<file path="src/rtl/core/csem_pkg.sv">
package csem_pkg;

  localparam int unsigned TID_W   = 8;
  localparam int unsigned CMD_W   = 2;
  localparam int unsigned ST_W    = 3;
  localparam int unsigned CNT_W   = 17;
  localparam int unsigned INIT_W  = 16;

  typedef enum logic [CMD_W-1:0] {
    CMD_WAIT    = 2'd0,
    CMD_SIGNAL  = 2'd1,
    CMD_TRYWAIT = 2'd2,
    CMD_CLOSE   = 2'd3
  } csem_cmd_e;

  typedef enum logic [ST_W-1:0] {
    ST_OK           = 3'd0,
    ST_WOULD_BLOCK  = 3'd1,
    ST_QUEUED       = 3'd2,
    ST_CLOSED_ERR   = 3'd3,
    ST_WOKEN_GRANT  = 3'd4,
    ST_WOKEN_CLOSED = 3'd5,
    ST_QUEUE_FULL   = 3'd6,
    ST_OVERFLOW     = 3'd7
  } csem_status_e;

  typedef enum logic [1:0] {
    S_IDLE,
    S_EXEC,
    S_DRAIN,
    S_ACK
  } csem_state_e;

  // queue requests from the sequencer
  typedef struct packed {
    logic             push;
    logic             pop;
    logic             clear;
    logic [TID_W-1:0] push_tid;
  } csem_qctl_t;

  // queue status back to the sequencer
  typedef struct packed {
    logic             empty;
    logic             full;
    logic [TID_W-1:0] head_tid;
  } csem_qstat_t;

  // one result word toward the output register
  typedef struct packed {
    logic             valid;
    logic [TID_W-1:0] tid;
    csem_status_e     status;
    logic             last;
  } csem_res_t;

endpackage

</file>
<file path="src/rtl/core/csem_queue.sv">
module csem_queue #(
  parameter int unsigned DEPTH = 16
) (
  input  logic               clk_i,
  input  logic               rst_ni,
  input  csem_pkg::csem_qctl_t  ctl_i,
  output csem_pkg::csem_qstat_t stat_o
);
  import csem_pkg::*;

  localparam int unsigned IDX_W  = (DEPTH > 1) ? $clog2(DEPTH) : 1;
  localparam int unsigned FILL_W = $clog2(DEPTH + 1);
  localparam int unsigned SUM_W  = FILL_W + 1;

  logic [TID_W-1:0]  mem [DEPTH];
  logic [TID_W-1:0]  rd_q;
  logic [IDX_W-1:0]  head_q, head_d, head_inc, tail;
  logic [FILL_W-1:0] fill_q, fill_d;
  logic [SUM_W-1:0]  tail_sum;

  assign head_inc = (head_q == IDX_W'(DEPTH - 1)) ? '0 : head_q + IDX_W'(1);
  assign tail_sum = SUM_W'(head_q) + SUM_W'(fill_q);
  assign tail     = (tail_sum >= SUM_W'(DEPTH)) ? IDX_W'(tail_sum - SUM_W'(DEPTH))
                                                 : IDX_W'(tail_sum);

  always_comb begin
    head_d = head_q;
    fill_d = fill_q;
    if (ctl_i.clear) begin
      head_d = '0;
      fill_d = '0;
    end else if (ctl_i.pop) begin
      head_d = head_inc;
      fill_d = fill_q - FILL_W'(1);
    end else if (ctl_i.push) begin
      fill_d = fill_q + FILL_W'(1);
    end
  end

  always_ff @(posedge clk_i or negedge rst_ni) begin
    if (!rst_ni) begin
      head_q <= '0;
      fill_q <= '0;
    end else begin
      head_q <= head_d;
      fill_q <= fill_d;
    end
  end

  // read tracks next head so oldest waiter is at hand once written
  always_ff @(posedge clk_i) begin
    if (ctl_i.push) begin
      mem[tail] <= ctl_i.push_tid;
    end
    rd_q <= mem[head_d];
  end

  assign stat_o.empty    = (fill_q == '0);
  assign stat_o.full     = (fill_q == FILL_W'(DEPTH));
  assign stat_o.head_tid = rd_q;

endmodule

</file>
<file path="src/rtl/core/csem_ctrl.sv">
module csem_ctrl (
  input  logic                        clk_i,
  input  logic                        rst_ni,
  input  logic                        in_valid_i,
  output logic                        in_ready_o,
  input  csem_pkg::csem_cmd_e         in_cmd_i,
  input  logic [csem_pkg::TID_W-1:0]  in_tid_i,
  input  logic                        cfg_valid_i,
  input  logic [csem_pkg::INIT_W-1:0] cfg_data_i,
  input  logic                        out_free_i,
  input  csem_pkg::csem_qstat_t       qstat_i,
  output csem_pkg::csem_qctl_t        qctl_o,
  output csem_pkg::csem_res_t         res_o
);
  import csem_pkg::*;

  csem_state_e         state_q, state_d;
  csem_cmd_e           cmd_q;
  logic [TID_W-1:0]    tid_q;
  logic signed [CNT_W-1:0] count_q, count_sum;
  logic                closed_q;
  logic                cnt_step, cnt_inc, cnt_zero, set_closed;
  logic                le_zero, at_max, can_wake;

  // shared count adder
  assign count_sum = count_q + (cnt_inc ? CNT_W'(1) : {CNT_W{1'b1}});

  assign le_zero  = count_q[CNT_W-1] || (count_q == '0);
  assign at_max   = !count_q[CNT_W-1] && (count_q[INIT_W-1:0] == {INIT_W{1'b1}});
  assign can_wake = count_q[CNT_W-1] && !qstat_i.empty;

  assign in_ready_o = (state_q == S_IDLE);

  always_comb begin
    state_d = state_q;
    unique case (state_q)
      S_IDLE: begin
        if (in_valid_i) state_d = S_EXEC;
      end
      S_EXEC: begin
        if (!closed_q && cmd_q == CMD_CLOSE) begin
          state_d = S_DRAIN;
        end else if (out_free_i) begin
          if (!closed_q && cmd_q == CMD_SIGNAL && !at_max && can_wake) state_d = S_ACK;
          else state_d = S_IDLE;
        end
      end
      S_DRAIN: begin
        if (out_free_i && qstat_i.empty) state_d = S_IDLE;
      end
      S_ACK: begin
        if (out_free_i) state_d = S_IDLE;
      end
      default: state_d = S_IDLE;
    endcase
  end

  always_comb begin
    res_o      = '{valid: 1'b0, tid: tid_q, status: ST_OK, last: 1'b1};
    qctl_o     = '{push: 1'b0, pop: 1'b0, clear: cfg_valid_i, push_tid: tid_q};
    cnt_step   = 1'b0;
    cnt_inc    = 1'b0;
    cnt_zero   = 1'b0;
    set_closed = 1'b0;
    unique case (state_q)
      S_IDLE: ;
      S_EXEC: begin
        if (closed_q) begin
          res_o.valid  = out_free_i;
          res_o.status = ST_CLOSED_ERR;
        end else begin
          unique case (cmd_q)
            CMD_WAIT: begin
              res_o.valid = out_free_i;
              if (le_zero && qstat_i.full) begin
                res_o.status = ST_QUEUE_FULL;
              end else begin
                cnt_step     = out_free_i;
                qctl_o.push  = out_free_i && le_zero;
                res_o.status = le_zero ? ST_QUEUED : ST_OK;
              end
            end
            CMD_SIGNAL: begin
              res_o.valid = out_free_i;
              if (at_max) begin
                res_o.status = ST_OVERFLOW;
              end else begin
                cnt_step = out_free_i;
                cnt_inc  = 1'b1;
                if (can_wake) begin
                  qctl_o.pop   = out_free_i;
                  res_o.tid    = qstat_i.head_tid;
                  res_o.status = ST_WOKEN_GRANT;
                  res_o.last   = 1'b0;
                end
              end
            end
            CMD_TRYWAIT: begin
              res_o.valid  = out_free_i;
              cnt_step     = out_free_i && !le_zero;
              res_o.status = le_zero ? ST_WOULD_BLOCK : ST_OK;
            end
            CMD_CLOSE: begin
              set_closed = 1'b1;
              cnt_zero   = 1'b1;
            end
            default: ;
          endcase
        end
      end
      S_DRAIN: begin
        res_o.valid = out_free_i;
        if (!qstat_i.empty) begin
          qctl_o.pop   = out_free_i;
          res_o.tid    = qstat_i.head_tid;
          res_o.status = ST_WOKEN_CLOSED;
          res_o.last   = 1'b0;
        end
      end
      S_ACK: begin
        res_o.valid = out_free_i;
      end
      default: ;
    endcase
  end

  always_ff @(posedge clk_i or negedge rst_ni) begin
    if (!rst_ni) begin
      state_q  <= S_IDLE;
      count_q  <= '0;
      closed_q <= 1'b0;
    end else begin
      state_q <= state_d;
      if (cfg_valid_i) begin
        count_q  <= signed'({1'b0, cfg_data_i});
        closed_q <= 1'b0;
      end else begin
        if (cnt_zero) count_q <= '0;
        else if (cnt_step) count_q <= count_sum;
        if (set_closed) closed_q <= 1'b1;
      end
    end
  end

  always_ff @(posedge clk_i) begin
    if (in_valid_i && in_ready_o) begin
      cmd_q <= in_cmd_i;
      tid_q <= in_tid_i;
    end
  end

endmodule

</file>
<file path="src/rtl/core/counting_semaphore_waitq_top.sv">
// Counting semaphore with a FIFO wait queue of up to QUEUE_DEPTH blocked thread ids.
// Each input word is a command (tuser) with the requesting thread id (tdata); the
// block answers with one or more result words, the last one flagged by tlast and
// addressed to the requester. The block takes one command at a time: wait, signal
// and trywait answer from EXEC, a signal that wakes a waiter adds a word from ACK,
// and close empties the queue in DRAIN, where the sequencer pops the queue memory
// one waiter per cycle, while the output register has room, through its registered
// read port. Writing initial_count loads the count, reopens a closed semaphore and
// drops any waiters; it is meant to be written while idle.
module counting_semaphore_waitq_top #(
  parameter int unsigned QUEUE_DEPTH = 16
) (
  input  logic        clk_i,
  input  logic        rst_ni,
  input  logic        s_axis_tvalid,
  output logic        s_axis_tready,
  input  logic [7:0]  s_axis_tdata,   // thread_id
  input  logic [1:0]  s_axis_tuser,   // cmd
  output logic        m_axis_tvalid,
  input  logic        m_axis_tready,
  output logic [7:0]  m_axis_tdata,   // thread_id_res
  output logic [2:0]  m_axis_tuser,   // status
  output logic        m_axis_tlast,
  input  logic        cfg_valid_i,
  output logic        cfg_ready_o,
  input  logic [15:0] cfg_data_i      // initial_count
);
  import csem_pkg::*;

  csem_qctl_t       qctl;
  csem_qstat_t      qstat;
  csem_res_t        res;
  logic             out_free;
  logic             out_valid_q;
  logic [TID_W-1:0] out_tid_q;
  csem_status_e     out_status_q;
  logic             out_last_q;

  assign out_free    = !out_valid_q || m_axis_tready;
  assign cfg_ready_o = 1'b1;

  csem_queue #(
    .DEPTH (QUEUE_DEPTH)
  ) u_queue (
    .clk_i  (clk_i),
    .rst_ni (rst_ni),
    .ctl_i  (qctl),
    .stat_o (qstat)
  );

  csem_ctrl u_ctrl (
    .clk_i       (clk_i),
    .rst_ni      (rst_ni),
    .in_valid_i  (s_axis_tvalid),
    .in_ready_o  (s_axis_tready),
    .in_cmd_i    (csem_cmd_e'(s_axis_tuser)),
    .in_tid_i    (s_axis_tdata),
    .cfg_valid_i (cfg_valid_i),
    .cfg_data_i  (cfg_data_i),
    .out_free_i  (out_free),
    .qstat_i     (qstat),
    .qctl_o      (qctl),
    .res_o       (res)
  );

  always_ff @(posedge clk_i or negedge rst_ni) begin
    if (!rst_ni) begin
      out_valid_q <= 1'b0;
    end else if (out_free) begin
      out_valid_q <= res.valid;
    end
  end

  always_ff @(posedge clk_i) begin
    if (out_free && res.valid) begin
      out_tid_q    <= res.tid;
      out_status_q <= res.status;
      out_last_q   <= res.last;
    end
  end

  assign m_axis_tvalid = out_valid_q;
  assign m_axis_tdata  = out_tid_q;
  assign m_axis_tuser  = out_status_q;
  assign m_axis_tlast  = out_last_q;

  a_push_not_full: assert property (@(posedge clk_i) disable iff (!rst_ni)
    qctl.push |-> !qstat.full)
    else $error("push into full wait queue");

  a_pop_not_empty: assert property (@(posedge clk_i) disable iff (!rst_ni)
    qctl.pop |-> !qstat.empty)
    else $error("pop from empty wait queue");

  a_emit_needs_room: assert property (@(posedge clk_i) disable iff (!rst_ni)
    res.valid |-> out_free)
    else $error("result word lost at output register");

  a_busy_after_accept: assert property (@(posedge clk_i) disable iff (!rst_ni)
    s_axis_tvalid && s_axis_tready |=> !s_axis_tready)
    else $error("second command taken while busy");

endmodule
</file>
<file path="config.mk">
export PLATFORM = sky130hd
export DESIGN_NAME = counting_semaphore_waitq_top
export DESIGN_NICKNAME = d
export VERILOG_FILES = /design/src/rtl/core/csem_pkg.sv /design/src/rtl/core/csem_queue.sv /design/src/rtl/core/csem_ctrl.sv /design/src/rtl/core/counting_semaphore_waitq_top.sv
export SDC_FILE = /design/constraint.sdc
export NUM_CORES = 1
export LEC_CHECK = 0
export ABC_AREA = 1
export BUFFER_PORTS_ARGS = -buffer_cell sky130_fd_sc_hd__clkbuf_2
export CAP_MARGIN = 25
export CORE_ASPECT_RATIO = 0.7
export CORE_UTILIZATION = 62
export CTS_CLUSTER_DIAMETER = 60
export DETAILED_ROUTE_END_ITERATION = 7
export GPL_TIMING_DRIVEN = 0
export PLACE_DENSITY = 0.8
export SYNTH_ARGS = -nofsm -noshare
export SYNTH_HDL_FRONTEND = slang
export SYNTH_SLANG_ARGS = --single-unit
</file>
<file path="constraint.sdc">
create_clock -name clk_i -period 4.09 [get_ports clk_i]
set_clock_uncertainty 0.1 [all_clocks]
set_input_delay 0.6135 -clock clk_i [delete_from_list [all_inputs] [get_ports clk_i]]
set_output_delay 0.6135 -clock clk_i [all_outputs]
set_load 0.02 [all_outputs]
</file>
**Word level (Yosys, flattened, before mapping)**

Memory sizes are Yosys's and may differ from the RTL's. A register that Yosys moved wholly into a read port is not among the register bits.
Index checks and enable logic that the tools add are counted.

- RAM bits: 128
- Logic and storage cells: 123
- Register bits after elaboration: 52
- Memories: 1
- Input bits: 31

- Magnitude comparators: 1
- Eq/ne operators: 13
- Muxes and demuxes: 61
- Reduce and logical (&&, ||, !) cells: 30
- Add/subtract/negate cells: 6

Memory list:

| memory | words | width | rd ports | clocked after Yosys merged registers in | wr ports | line | source |
|---|---|---|---|---|---|---|---|
| u_queue.mem | 16 | 8 | 1 | 1 | 1 | csem_queue.sv:15 | `logic [TID_W-1:0] mem [DEPTH];` |

Operators by type and width:

| kind | number |
|---|---|
| 17-bit 2-to-1 mux | 4 |
| 1-bit 2-to-1 mux | 28 |
| 12-bit 2-to-1 mux | 2 |
| 8-bit 2-to-1 mux | 3 |
| 12-bit one-hot mux with 2 select lines | 1 |
| 17-bit adder | 1 |
| 17-bit zero test | 1 |
| 16-bit == test, second input constant | 1 |
| 2-bit 2-to-1 mux | 8 |
| 4-bit 2-to-1 mux | 4 |
| 5-bit 2-to-1 mux | 3 |
| 1-bit logical AND | 12 |
| 3-bit 2-to-1 mux | 3 |
| 3-bit one-hot mux with 3 select lines | 1 |
| 2-bit == test, second input constant | 4 |
| 2-bit one-hot mux with 4 select lines | 1 |
| 4-bit by 5-bit adder with 6-bit output | 1 |
| 6-bit by 5-bit greater-or-equal comparator with 1-bit output, second input constant | 1 |
| 1-bit zero test | 6 |
| 3-bit nonzero test | 2 |
| 5-bit by 1-bit adder with 5-bit output, second input constant | 1 |
| 5-bit == test, second input constant | 1 |
| 5-bit zero test | 1 |
| 5-bit by 1-bit subtractor with 5-bit output, second input constant | 1 |
| 15 further kinds | 20 |

**Logic depth before layout (Yosys ltp)**

Gate-level depths: netlist (run 1).

- Word-level depth: 11
- Mapped depth: 18
- Depth with buffers taken out: 18

**By module**

Synthesis (run 1) repeated with hierarchy kept, for this count alone.

- Cells, all modules: 1151
- Area, all modules: 10179.8 um^2

By module, submodules not included:

| module | area an instance (um^2) | instances | cells an instance |
|---|---|---|---|
| csem_queue | 6756.5 | 1 | 656 |
| csem_ctrl | 3006.6 | 1 | 475 |
| counting_semaphore_waitq_top | 416.6 | 1 | 20 |

**Worst setup path after synthesis (run 1)**

No wires, ideal clock.

- Path type: flip-flop to flip-flop
- Start: register u_ctrl.state_q[1]
- End: register u_ctrl.count_q[7]
- Clock period less this slack: 3.108 ns
- Setup time: 0.117 ns
- Path slack: 0.982 ns
- Data required time: 3.873 ns
- Stages on the path, launching flop included: 16
- Arrival: 2.891 ns
- Cells stage by stage: dfrtp_1 > inv_1 > ha_1 > nand2_1 > inv_1 > nand3_1 > ha_1 > a21oi_1 > nand2_1 > a21oi_1 > o21ai_0 > or2_2 > nand3_1 > nand2_1 > nand2_1 > nand2_1

- Word-level cells in the longest chain between the ends: 7
- Elaborated cells on any way between the ends: 10

Ends and longest elaborated chain:

| item | line | source |
|---|---|---|
| start, declared | csem_ctrl.sv:17 | `csem_state_e state_q, state_d;` |
| start signal, assigned | csem_ctrl.sv:133 | `state_q <= state_d;` |
| 2-bit by 1-bit == test with 1-bit output * | csem_ctrl.sv:65 | `unique case (state_q)` |
| 1-bit 2-to-1 mux | csem_ctrl.sv:65 |  |
| 17-bit 2-to-1 mux | csem_ctrl.sv:26 | `assign count_sum = count_q + (cnt_inc ? CNT_W'(1) : {CNT_W{1'b1}});` |
| 17-bit adder | csem_ctrl.sv:26 |  |
| 17-bit 2-to-1 mux | csem_ctrl.sv:139 | `else if (cnt_step) count_q <= count_sum;` |
| 17-bit 2-to-1 mux | csem_ctrl.sv:138 | `if (cnt_zero) count_q <= '0;` |
| 17-bit 2-to-1 mux | csem_ctrl.sv:134 | `if (cfg_valid_i) begin` |
| end signal, assigned | csem_ctrl.sv:135 | `count_q <= signed'({1'b0, cfg_data_i});` |
| end signal, assigned | csem_ctrl.sv:139 |  |
| end, declared | csem_ctrl.sv:20 | `logic signed [CNT_W-1:0] count_q, count_sum;` |

Mark *: on every way between the ends. The rest lies on a longest branch, timed or not. The select of a mux whose other input is x is not followed.
A chain may end at the register's enable or synchronous reset.

**Worst setup path after layout (run 1)**

- Start: register u_ctrl.state_q[1]
- End: register u_ctrl.count_q[15]

The elaborated chain is that of the path after synthesis.

==> results of run 1 <==
[metrics by stage]
step / hold WS, ns / setup WS [ns] / utilization [%] / total power [mW]
5_1_grt: 0.211 / 0.0346 / 72.1 / 7.34
3_3_place_gp: 0.414 / 0.161 / 67.9 / 5.09
4_1_cts: 0.174 / 0.0108 / 72.0 / 6.85
3_5_place_dp: 0.437 / 0.0383 / 68.0 / 5.17
6_report: 0.139 / 0.285 / 72.1 / 6.90
2_1_floorplan: 0.218 / 0.982 / - / 4.45
[final cells by class]
type / count / area, um^2
flip-flops and latches: 188 / 5420
fillers: 1134 / 4190
multi-input cells: 622 / 3330
inverters: 186 / 701
clock buffers: 23 / 512
plain buffers: 44 / 288
well taps: 195 / 244
repair buffers: 44 / 223
clock inverters: 9 / 95.1
[registers in the layout, indices dropped and copies added (netlist names)]
| name | flops |
|---|---|
| u_queue.rd_q | 8 |
| u_ctrl.count_q | 17 |
| u_ctrl.cmd_q | 2 |
| u_ctrl.state_q | 2 |
| u_ctrl.tid_q | 8 |
| u_queue.fill_q | 5 |
| m_axis_tlast | 1 |
| m_axis_tdata | 8 |
| m_axis_tvalid | 1 |
| m_axis_tuser | 3 |
| u_queue.head_q | 4 |
| u_queue.mem | 128 |
| u_ctrl.closed_q | 1 |
[placed cells by master, fill, tap and decap left out, drive strengths merged, types with 4 or more instances in the layout]
cell and instances:
nand3 153, or2 5, clkbuf 70, nor3 9
inv 191, nand4 67, xor2 4, a32o 8
a21oi 32, nand2 214, o21ai 35, buf 41
edfxtp 150, dfxtp 8, nor2 40, dfrtp 30
ha 28, nand3b 4, xnor2 5
[where the power goes]
part | switching [mW] | internal, mW | total (mW)
logic | 1.69 | 0.862 | 2.55
clock network | 0.731 | 0.961 | 1.69
registers | 0.262 | 2.40 | 2.66
total | 2.68 | 4.22 | 6.90
[kinds of logic after synthesis]
logic type,after synthesis,share of synthesized area [%]
AO/OA/AOI/OAI,87,5.21
XOR/XNOR,9,0.810
adder cells (fa/ha/maj),31,4.22
buffers and inverters,230,10.2
flip-flops,188,55.6
other,1,0.0385
AND/OR/NAND/NOR,494,23.9
[routing by layer]
| metal | GRT usage [%] | vias up |
|---|---|---|
| li1 | - | 3646 |
| met1 | 52.2 | 3656 |
| met2 | 46.4 | 468 |
| met3 | 8.60 | 37 |
| met4 | 7.85 | 0 |
| met5 | 0 | - |
[worst max-delay path, stage by stage (launching register included)]
cell     delay (ns)
dfrtp_1        0.40
inv_1          0.15
ha_1           0.25
nand2_1        0.12
inv_1          0.16
nand3_2        0.43
ha_1           0.55
nand3_1        0.09
nand2_1        0.13
a21oi_1        0.14
o21ai_0        0.55
nand3_1        0.24
nand2_1        0.11
nand2_1        0.05
nand3_1        0.07
nand2_1        0.06
nand2_1        0.05
nand2_1        0.04
[worst paths after layout]
path                                                from                        endpoint  slack, ns  cells past startpoint
max                        u_ctrl.state_q[1]$_DFFE_PN0P_  u_ctrl.count_q[15]$_DFFE_PN0P_       0.29                     17
min                                               rst_ni   u_ctrl.count_q[6]$_DFFE_PN0P_       0.14                      1
max reg2reg                u_ctrl.state_q[1]$_DFFE_PN0P_  u_ctrl.count_q[15]$_DFFE_PN0P_       0.29                     17
min reg2reg                u_ctrl.count_q[6]$_DFFE_PN0P_   u_ctrl.count_q[6]$_DFFE_PN0P_       0.46                      2
max in group asynchronous                         rst_ni     u_queue.head_q[2]$_DFF_PN0_       3.24                      1
min in group clk_i                       s_axis_tdata[2]       u_ctrl.tid_q[2]$_DFFE_PP_       0.25                      1
==> results.md, run 1 <==
* Routed Antenna Nets at 0
* Hold Crit Class: input pin to asynchronous set/reset pin
* Syn. warnings at 0
* Htree depth at 4
* Non-Filler Instances at 1311
* Ys async rst share at 16.0%
* DR iter-0 viols at 1001
* Routed len/inst at 19.3 um
* CTS sink count at 188
* Crit path arrival time at 4.03 ns
* Total Wirelength at 25.3 mm
* Root Buffer: clkbuf_16
* Cts repair resizes at 0
* Post-synthesis sequential area ratio at 55.6%
* Starting Density at 64.9%
* TritonCTS Buffers at 17
* RSZ-0062 raised after global routing: no
* CORE AREA at 0.0150 mm^2
* Diodes inserted at 0
* Drt pass-1 iters at 5
* Setup Buffers After CTS at 0
* TritonCTS clock tree: built
* Critical Path RT at 4.32 ns
* Area growth syn-to-layout at 11.1%
* Synth top area share at 46.3%
* Status: completed
* Fin crit period at 3.80 ns
* Inst Count DP at 1279
* Met1 WL at 11.1 mm
* # DRC at 0
* Vias in the first global route at 7256
* Max-Cap Viols at 0
* Netlist cell types at 44
* CP Class: register to register
* Placed Area at 0.0102 mm^2
* Reg clk slew, reported paths at 0.07 ns
* Dominant synthesized flop cell: edfxtp_1
* Mapped Cells at 1040
* Clk buf depth at 2
* Least-Margin Pin Slew at 0.869 ns
* CP Capture Type: register
* Flops & latches, synth at 188
* CP Launch Type: register
* Layout cell share with drive strength beyond 1 at 12.3%
* Latest clock arrival within the worst-skew pair at 0.43 ns
* P per Cell Area at 638 mW/mm^2
* Area leader, netlist: edfxtp_1
* Pin count of the biggest net entering global routing at 31
* Synth area leaders: edfxtp_1, nand2_1, dfrtp_1
* DR vias/cell at 5.95
* Synth top cells by count: nand2_1, inv_1, edfxtp_1, nand3_1, nand4_1
* Vias post-DR at 7807
* Chip width at 152 um
* Design area at 0.0108 mm^2
* Crit share post-route at 93.0%
* Hold Buf Count CTS at 0
* Worst slew margin at 42.0%
* Fmax at 0.263 GHz
* RD Place Congestion at 0.978
* GRT overflow at 0
* Metal3 WL at 3.33 mm
* Antenna violations before repair at 0
* Cell Rows at 37
* Avg Cell Area, Syn at 9.36 um^2
* Max-slew violation count at 0
* Number of enable flip-flop cells after synthesis at 150
* Final Setup Violations at 0
* Syn Std Cell Area at 0.00973 mm^2
* CP Max Fanout at 18
* Syn Nets at 1102
* Most common cell in the netlist: nand2_1
* Detailed placement HPWL at 17.9 mm
* IO buf count at 43
* Chip Height at 107 um
* Leak Pwr at 4.90 nW
* Met2 Wirelength at 10.6 mm
* Count of nets after finishing at 1165
* Total GRT Usage at 33.4%
* Hold Fails Final Rpt at 0
* Global-route wire length before repair at 39.3 mm
* Top sig layer: met4
* Max VDD drop at 335 uV
* Setup_tns at 0 ns
* DIE AREA at 0.0162 mm^2
* # IOs at 46
Note: power is estimated with default switching activity, not from simulation.
==> run 2, diff against run 1 <==
Settings changed: ABC_AREA 1 to default, CORE_UTILIZATION 62 to 61, PLACE_DENSITY 0.8 to 0.79.
==> results.md, run 2 <==
* Status: completed
* Main combinational cell family by area after synthesis: compound AO/OA/AOI/OAI gates
* Max VDD drop at 523 uV
* IO buf count at 44
* Footprint of the multi-input gates at 0.00333 mm^2
* Biggest regs: u_queue.mem: 128 flops, u_ctrl.count_q: 17 flops
* Count of nets after finishing at 791
* Critical Path RT at 4.36 ns
* Syn Std Cell Area at 0.00882 mm^2
* CP Capture Type: register
* Biggest register: u_queue.mem
* Hold Fails Final Rpt at 0
* Drt pass-1 iters at 6
* Detailed placement HPWL at 14.1 mm
* CP Max Fanout at 6
* Worst slew margin at 44.9%
* Max-Cap Viols at 0
* DR iter-0 viols at 552
* Post-synthesis xor/xnor area fraction at 2.18%
* Final Setup Violations at 0
* CORE AREA at 0.0140 mm^2
* Placed Area at 0.00931 mm^2
* Total Wirelength at 20.4 mm
* Diodes inserted at 0
* Fmax at 0.252 GHz
* Fillers at 923
* Syn Nets at 711
* CTS sink count at 188
* TritonCTS clock tree: built
* # IOs at 46
* Vias post-DR at 5891
* Hold Crit Class: input pin to asynchronous set/reset pin
* DIE AREA at 0.0150 mm^2
* Reg clk slew, reported paths at 0.08 ns
* Clock network power share at 27.2%
* Design area at 0.0101 mm^2
* Avg Cell Area, Syn at 13.6 um^2
* Most common cell in the netlist: edfxtp_1
* Complex-gate fraction of the synthesized area at 11.7%
* Mapped Cells at 649
* Chip width at 146 um
* Most frequent cells in the layout: edfxtp_1, mux2i_1, clkbuf_2, nand2_1, nor2_1
* Largest register FFs at 128
* Leak Pwr at 3.60 nW
* Area leader, netlist: edfxtp_1
* Dominant synthesized flop cell: edfxtp_1
* Pin count of the biggest net entering global routing at 31
* Max-slew violation count at 0
* Layout cell share with drive strength beyond 1 at 18.6%
* Flops & latches, synth at 188
* Post-synthesis simple-gate area fraction at 8.89%
* # DRC at 0
* Global-route wire length before repair at 30.7 mm
* Adder-Cell Fraction of Synth Area at 4.65%
* Synth area leaders: edfxtp_1, mux2i_1, dfrtp_1
* Latest clock arrival within the worst-skew pair at 0.43 ns
* P per Cell Area at 609 mW/mm^2
* Commonest non-fill, non-tap cell in the layout: edfxtp_1
* Routed Antenna Nets at 0
* Chip Height at 103 um
* Flop pwr share at 41.6%
* Htree depth at 4
* RD Place Congestion at 0.875
* DR vias/cell at 6.32
* NetSw at 2.05 mW
* Vias in the first global route at 5500
* CP Launch Type: register
* Root Buffer: clkbuf_16
* Share of total power in combinational logic at 31.3%
* Crit share post-route at 97.1%
* Netlist cell types at 70
* Mux share of post-synthesis cell area at 9.07%
* Cell Rows at 36
* Net Sw Frac at 33.2%
* Crit path arrival time at 4.24 ns
* Starting Density at 63.0%
* Routed len/inst at 21.8 um
* Worst hold slack at 0.159 ns
* Ys async rst share at 16.0%
* Clk buf depth at 2
* Antenna violations before repair at 0
* Area growth syn-to-layout at 14.7%
* Least-Margin Pin Slew at 0.823 ns
* TritonCTS Buffers at 17
* Total GRT Usage at 28.2%
* Synth top area share at 51.0%
* Synth top cells by count: edfxtp_1, mux2i_1, nand2_1, nor2_1, dfrtp_1
* Internal at 4.11 mW
* Number of enable flip-flop cells after synthesis at 150
* Post-synthesis sequential area ratio at 61.4%
* Reg area at 0.00542 mm^2
* Fin crit period at 3.97 ns
* CP Class: register to register
* GRT overflow at 0
* Syn. warnings at 0
## run 2: layer usage
layer	global-route usage (%)	routed length (um)	share of wire, %
met5	0	0	0
met4	8.10	214	1.1
met3	6.46	1740	8.6
met2	43.1	9220	45
met1	41.0	9180	45
## run 2: kinds of logic after synthesis
group	Yosys count
flip-flops	188
AO/OA/AOI/OAI	144
XOR/XNOR	22
buffers and inverters	34
multiplexers	80
adder cells (fa/ha/maj)	31
AND/OR/NAND/NOR	149
other	1
## run 2: cell type report
| class | instances | area share, % |
|---|---|---|
| flip-flops and latches | 188 | 53.5 |
| multi-input cells | 427 | 32.9 |
| clock inverters | 13 | 1.66 |
| inverters | 11 | 0.482 |
| clock buffers | 19 | 4.28 |
| well taps | 190 | 2.35 |
| plain buffers | 23 | 1.38 |
| repair buffers | 61 | 3.47 |
## run 2: worst paths after layout
path	cells after the start	endpoint	slack, ns	start
worst max register to register	18	u_ctrl.count_q[16]$_DFFE_PN0P_	0.12	u_ctrl.state_q[1]$_DFFE_PN0P_
worst min-delay path	1	u_ctrl.count_q[8]$_DFFE_PN0P_	0.16	rst_ni
worst min register to register	1	m_axis_tdata[1]$_DFFE_PP_	0.42	u_queue.rd_q[1]$_DFF_P_
min in group clk_i	1	u_ctrl.tid_q[5]$_DFFE_PP_	0.26	s_axis_tdata[5]
worst max-delay path	18	u_ctrl.count_q[16]$_DFFE_PN0P_	0.12	u_ctrl.state_q[1]$_DFFE_PN0P_
max in group asynchronous	1	u_queue.head_q[3]$_DFF_PN0_	3.20	rst_ni
## run 2: repair_timing
action / in CTS / in global routing
setup buffers: 2 / 10
hold buffers: 0 / 0
endpoints found under the setup margin: 7 / 2
endpoints found under the hold margin: 0 / 0
pin swaps: 2 / 3
gates resized for setup: 9 / 15
## run 2: stage by stage
stage / setup slack [ns] / TNS (ns) / cells / util [%] / power [mW]
finish: 0.117 / 0 / 932 / 72.2 / 6.16
global route: -0.0261 / -0.0296 / 932 / 72.2 / 6.42
CTS: 0.00314 / 0 / 922 / 71.2 / 5.95
detailed placement: -0.638 / -2.05 / 888 / 66.4 / 4.24
global placement: -0.485 / -1.19 / 883 / 66.3 / 4.13
floorplan: 0.112 / 0 / 649 / - / 3.77
## run 2: worst max-delay path: stages (launching register included)
cell and delay [ns]:
dfrtp_1 0.42, inv_2 0.11, ha_4 0.14, nor2b_1 0.13, buf_4 0.15, nand2_2 0.10
a41oi_4 0.26, clkinv_4 0.15, buf_6 0.16, ha_4 0.24, a211oi_2 0.20, a21oi_2 0.10
o41ai_2 0.28, buf_4 0.18, o31a_1 0.24, o21ai_2 0.11, or3_4 0.35, a221oi_2 0.26
o221a_2 0.21
## run 2: power by group through the flow
stage                     logic (mW)  clock network (mW)  registers, mW
after floorplan                 1.22                   0           2.55
after global placement          1.57                   0           2.56
after detailed placement        1.67                   0           2.57
after CTS                       1.72                1.69           2.54
after global routing            2.07                1.77           2.58
final                           1.93                1.67           2.56
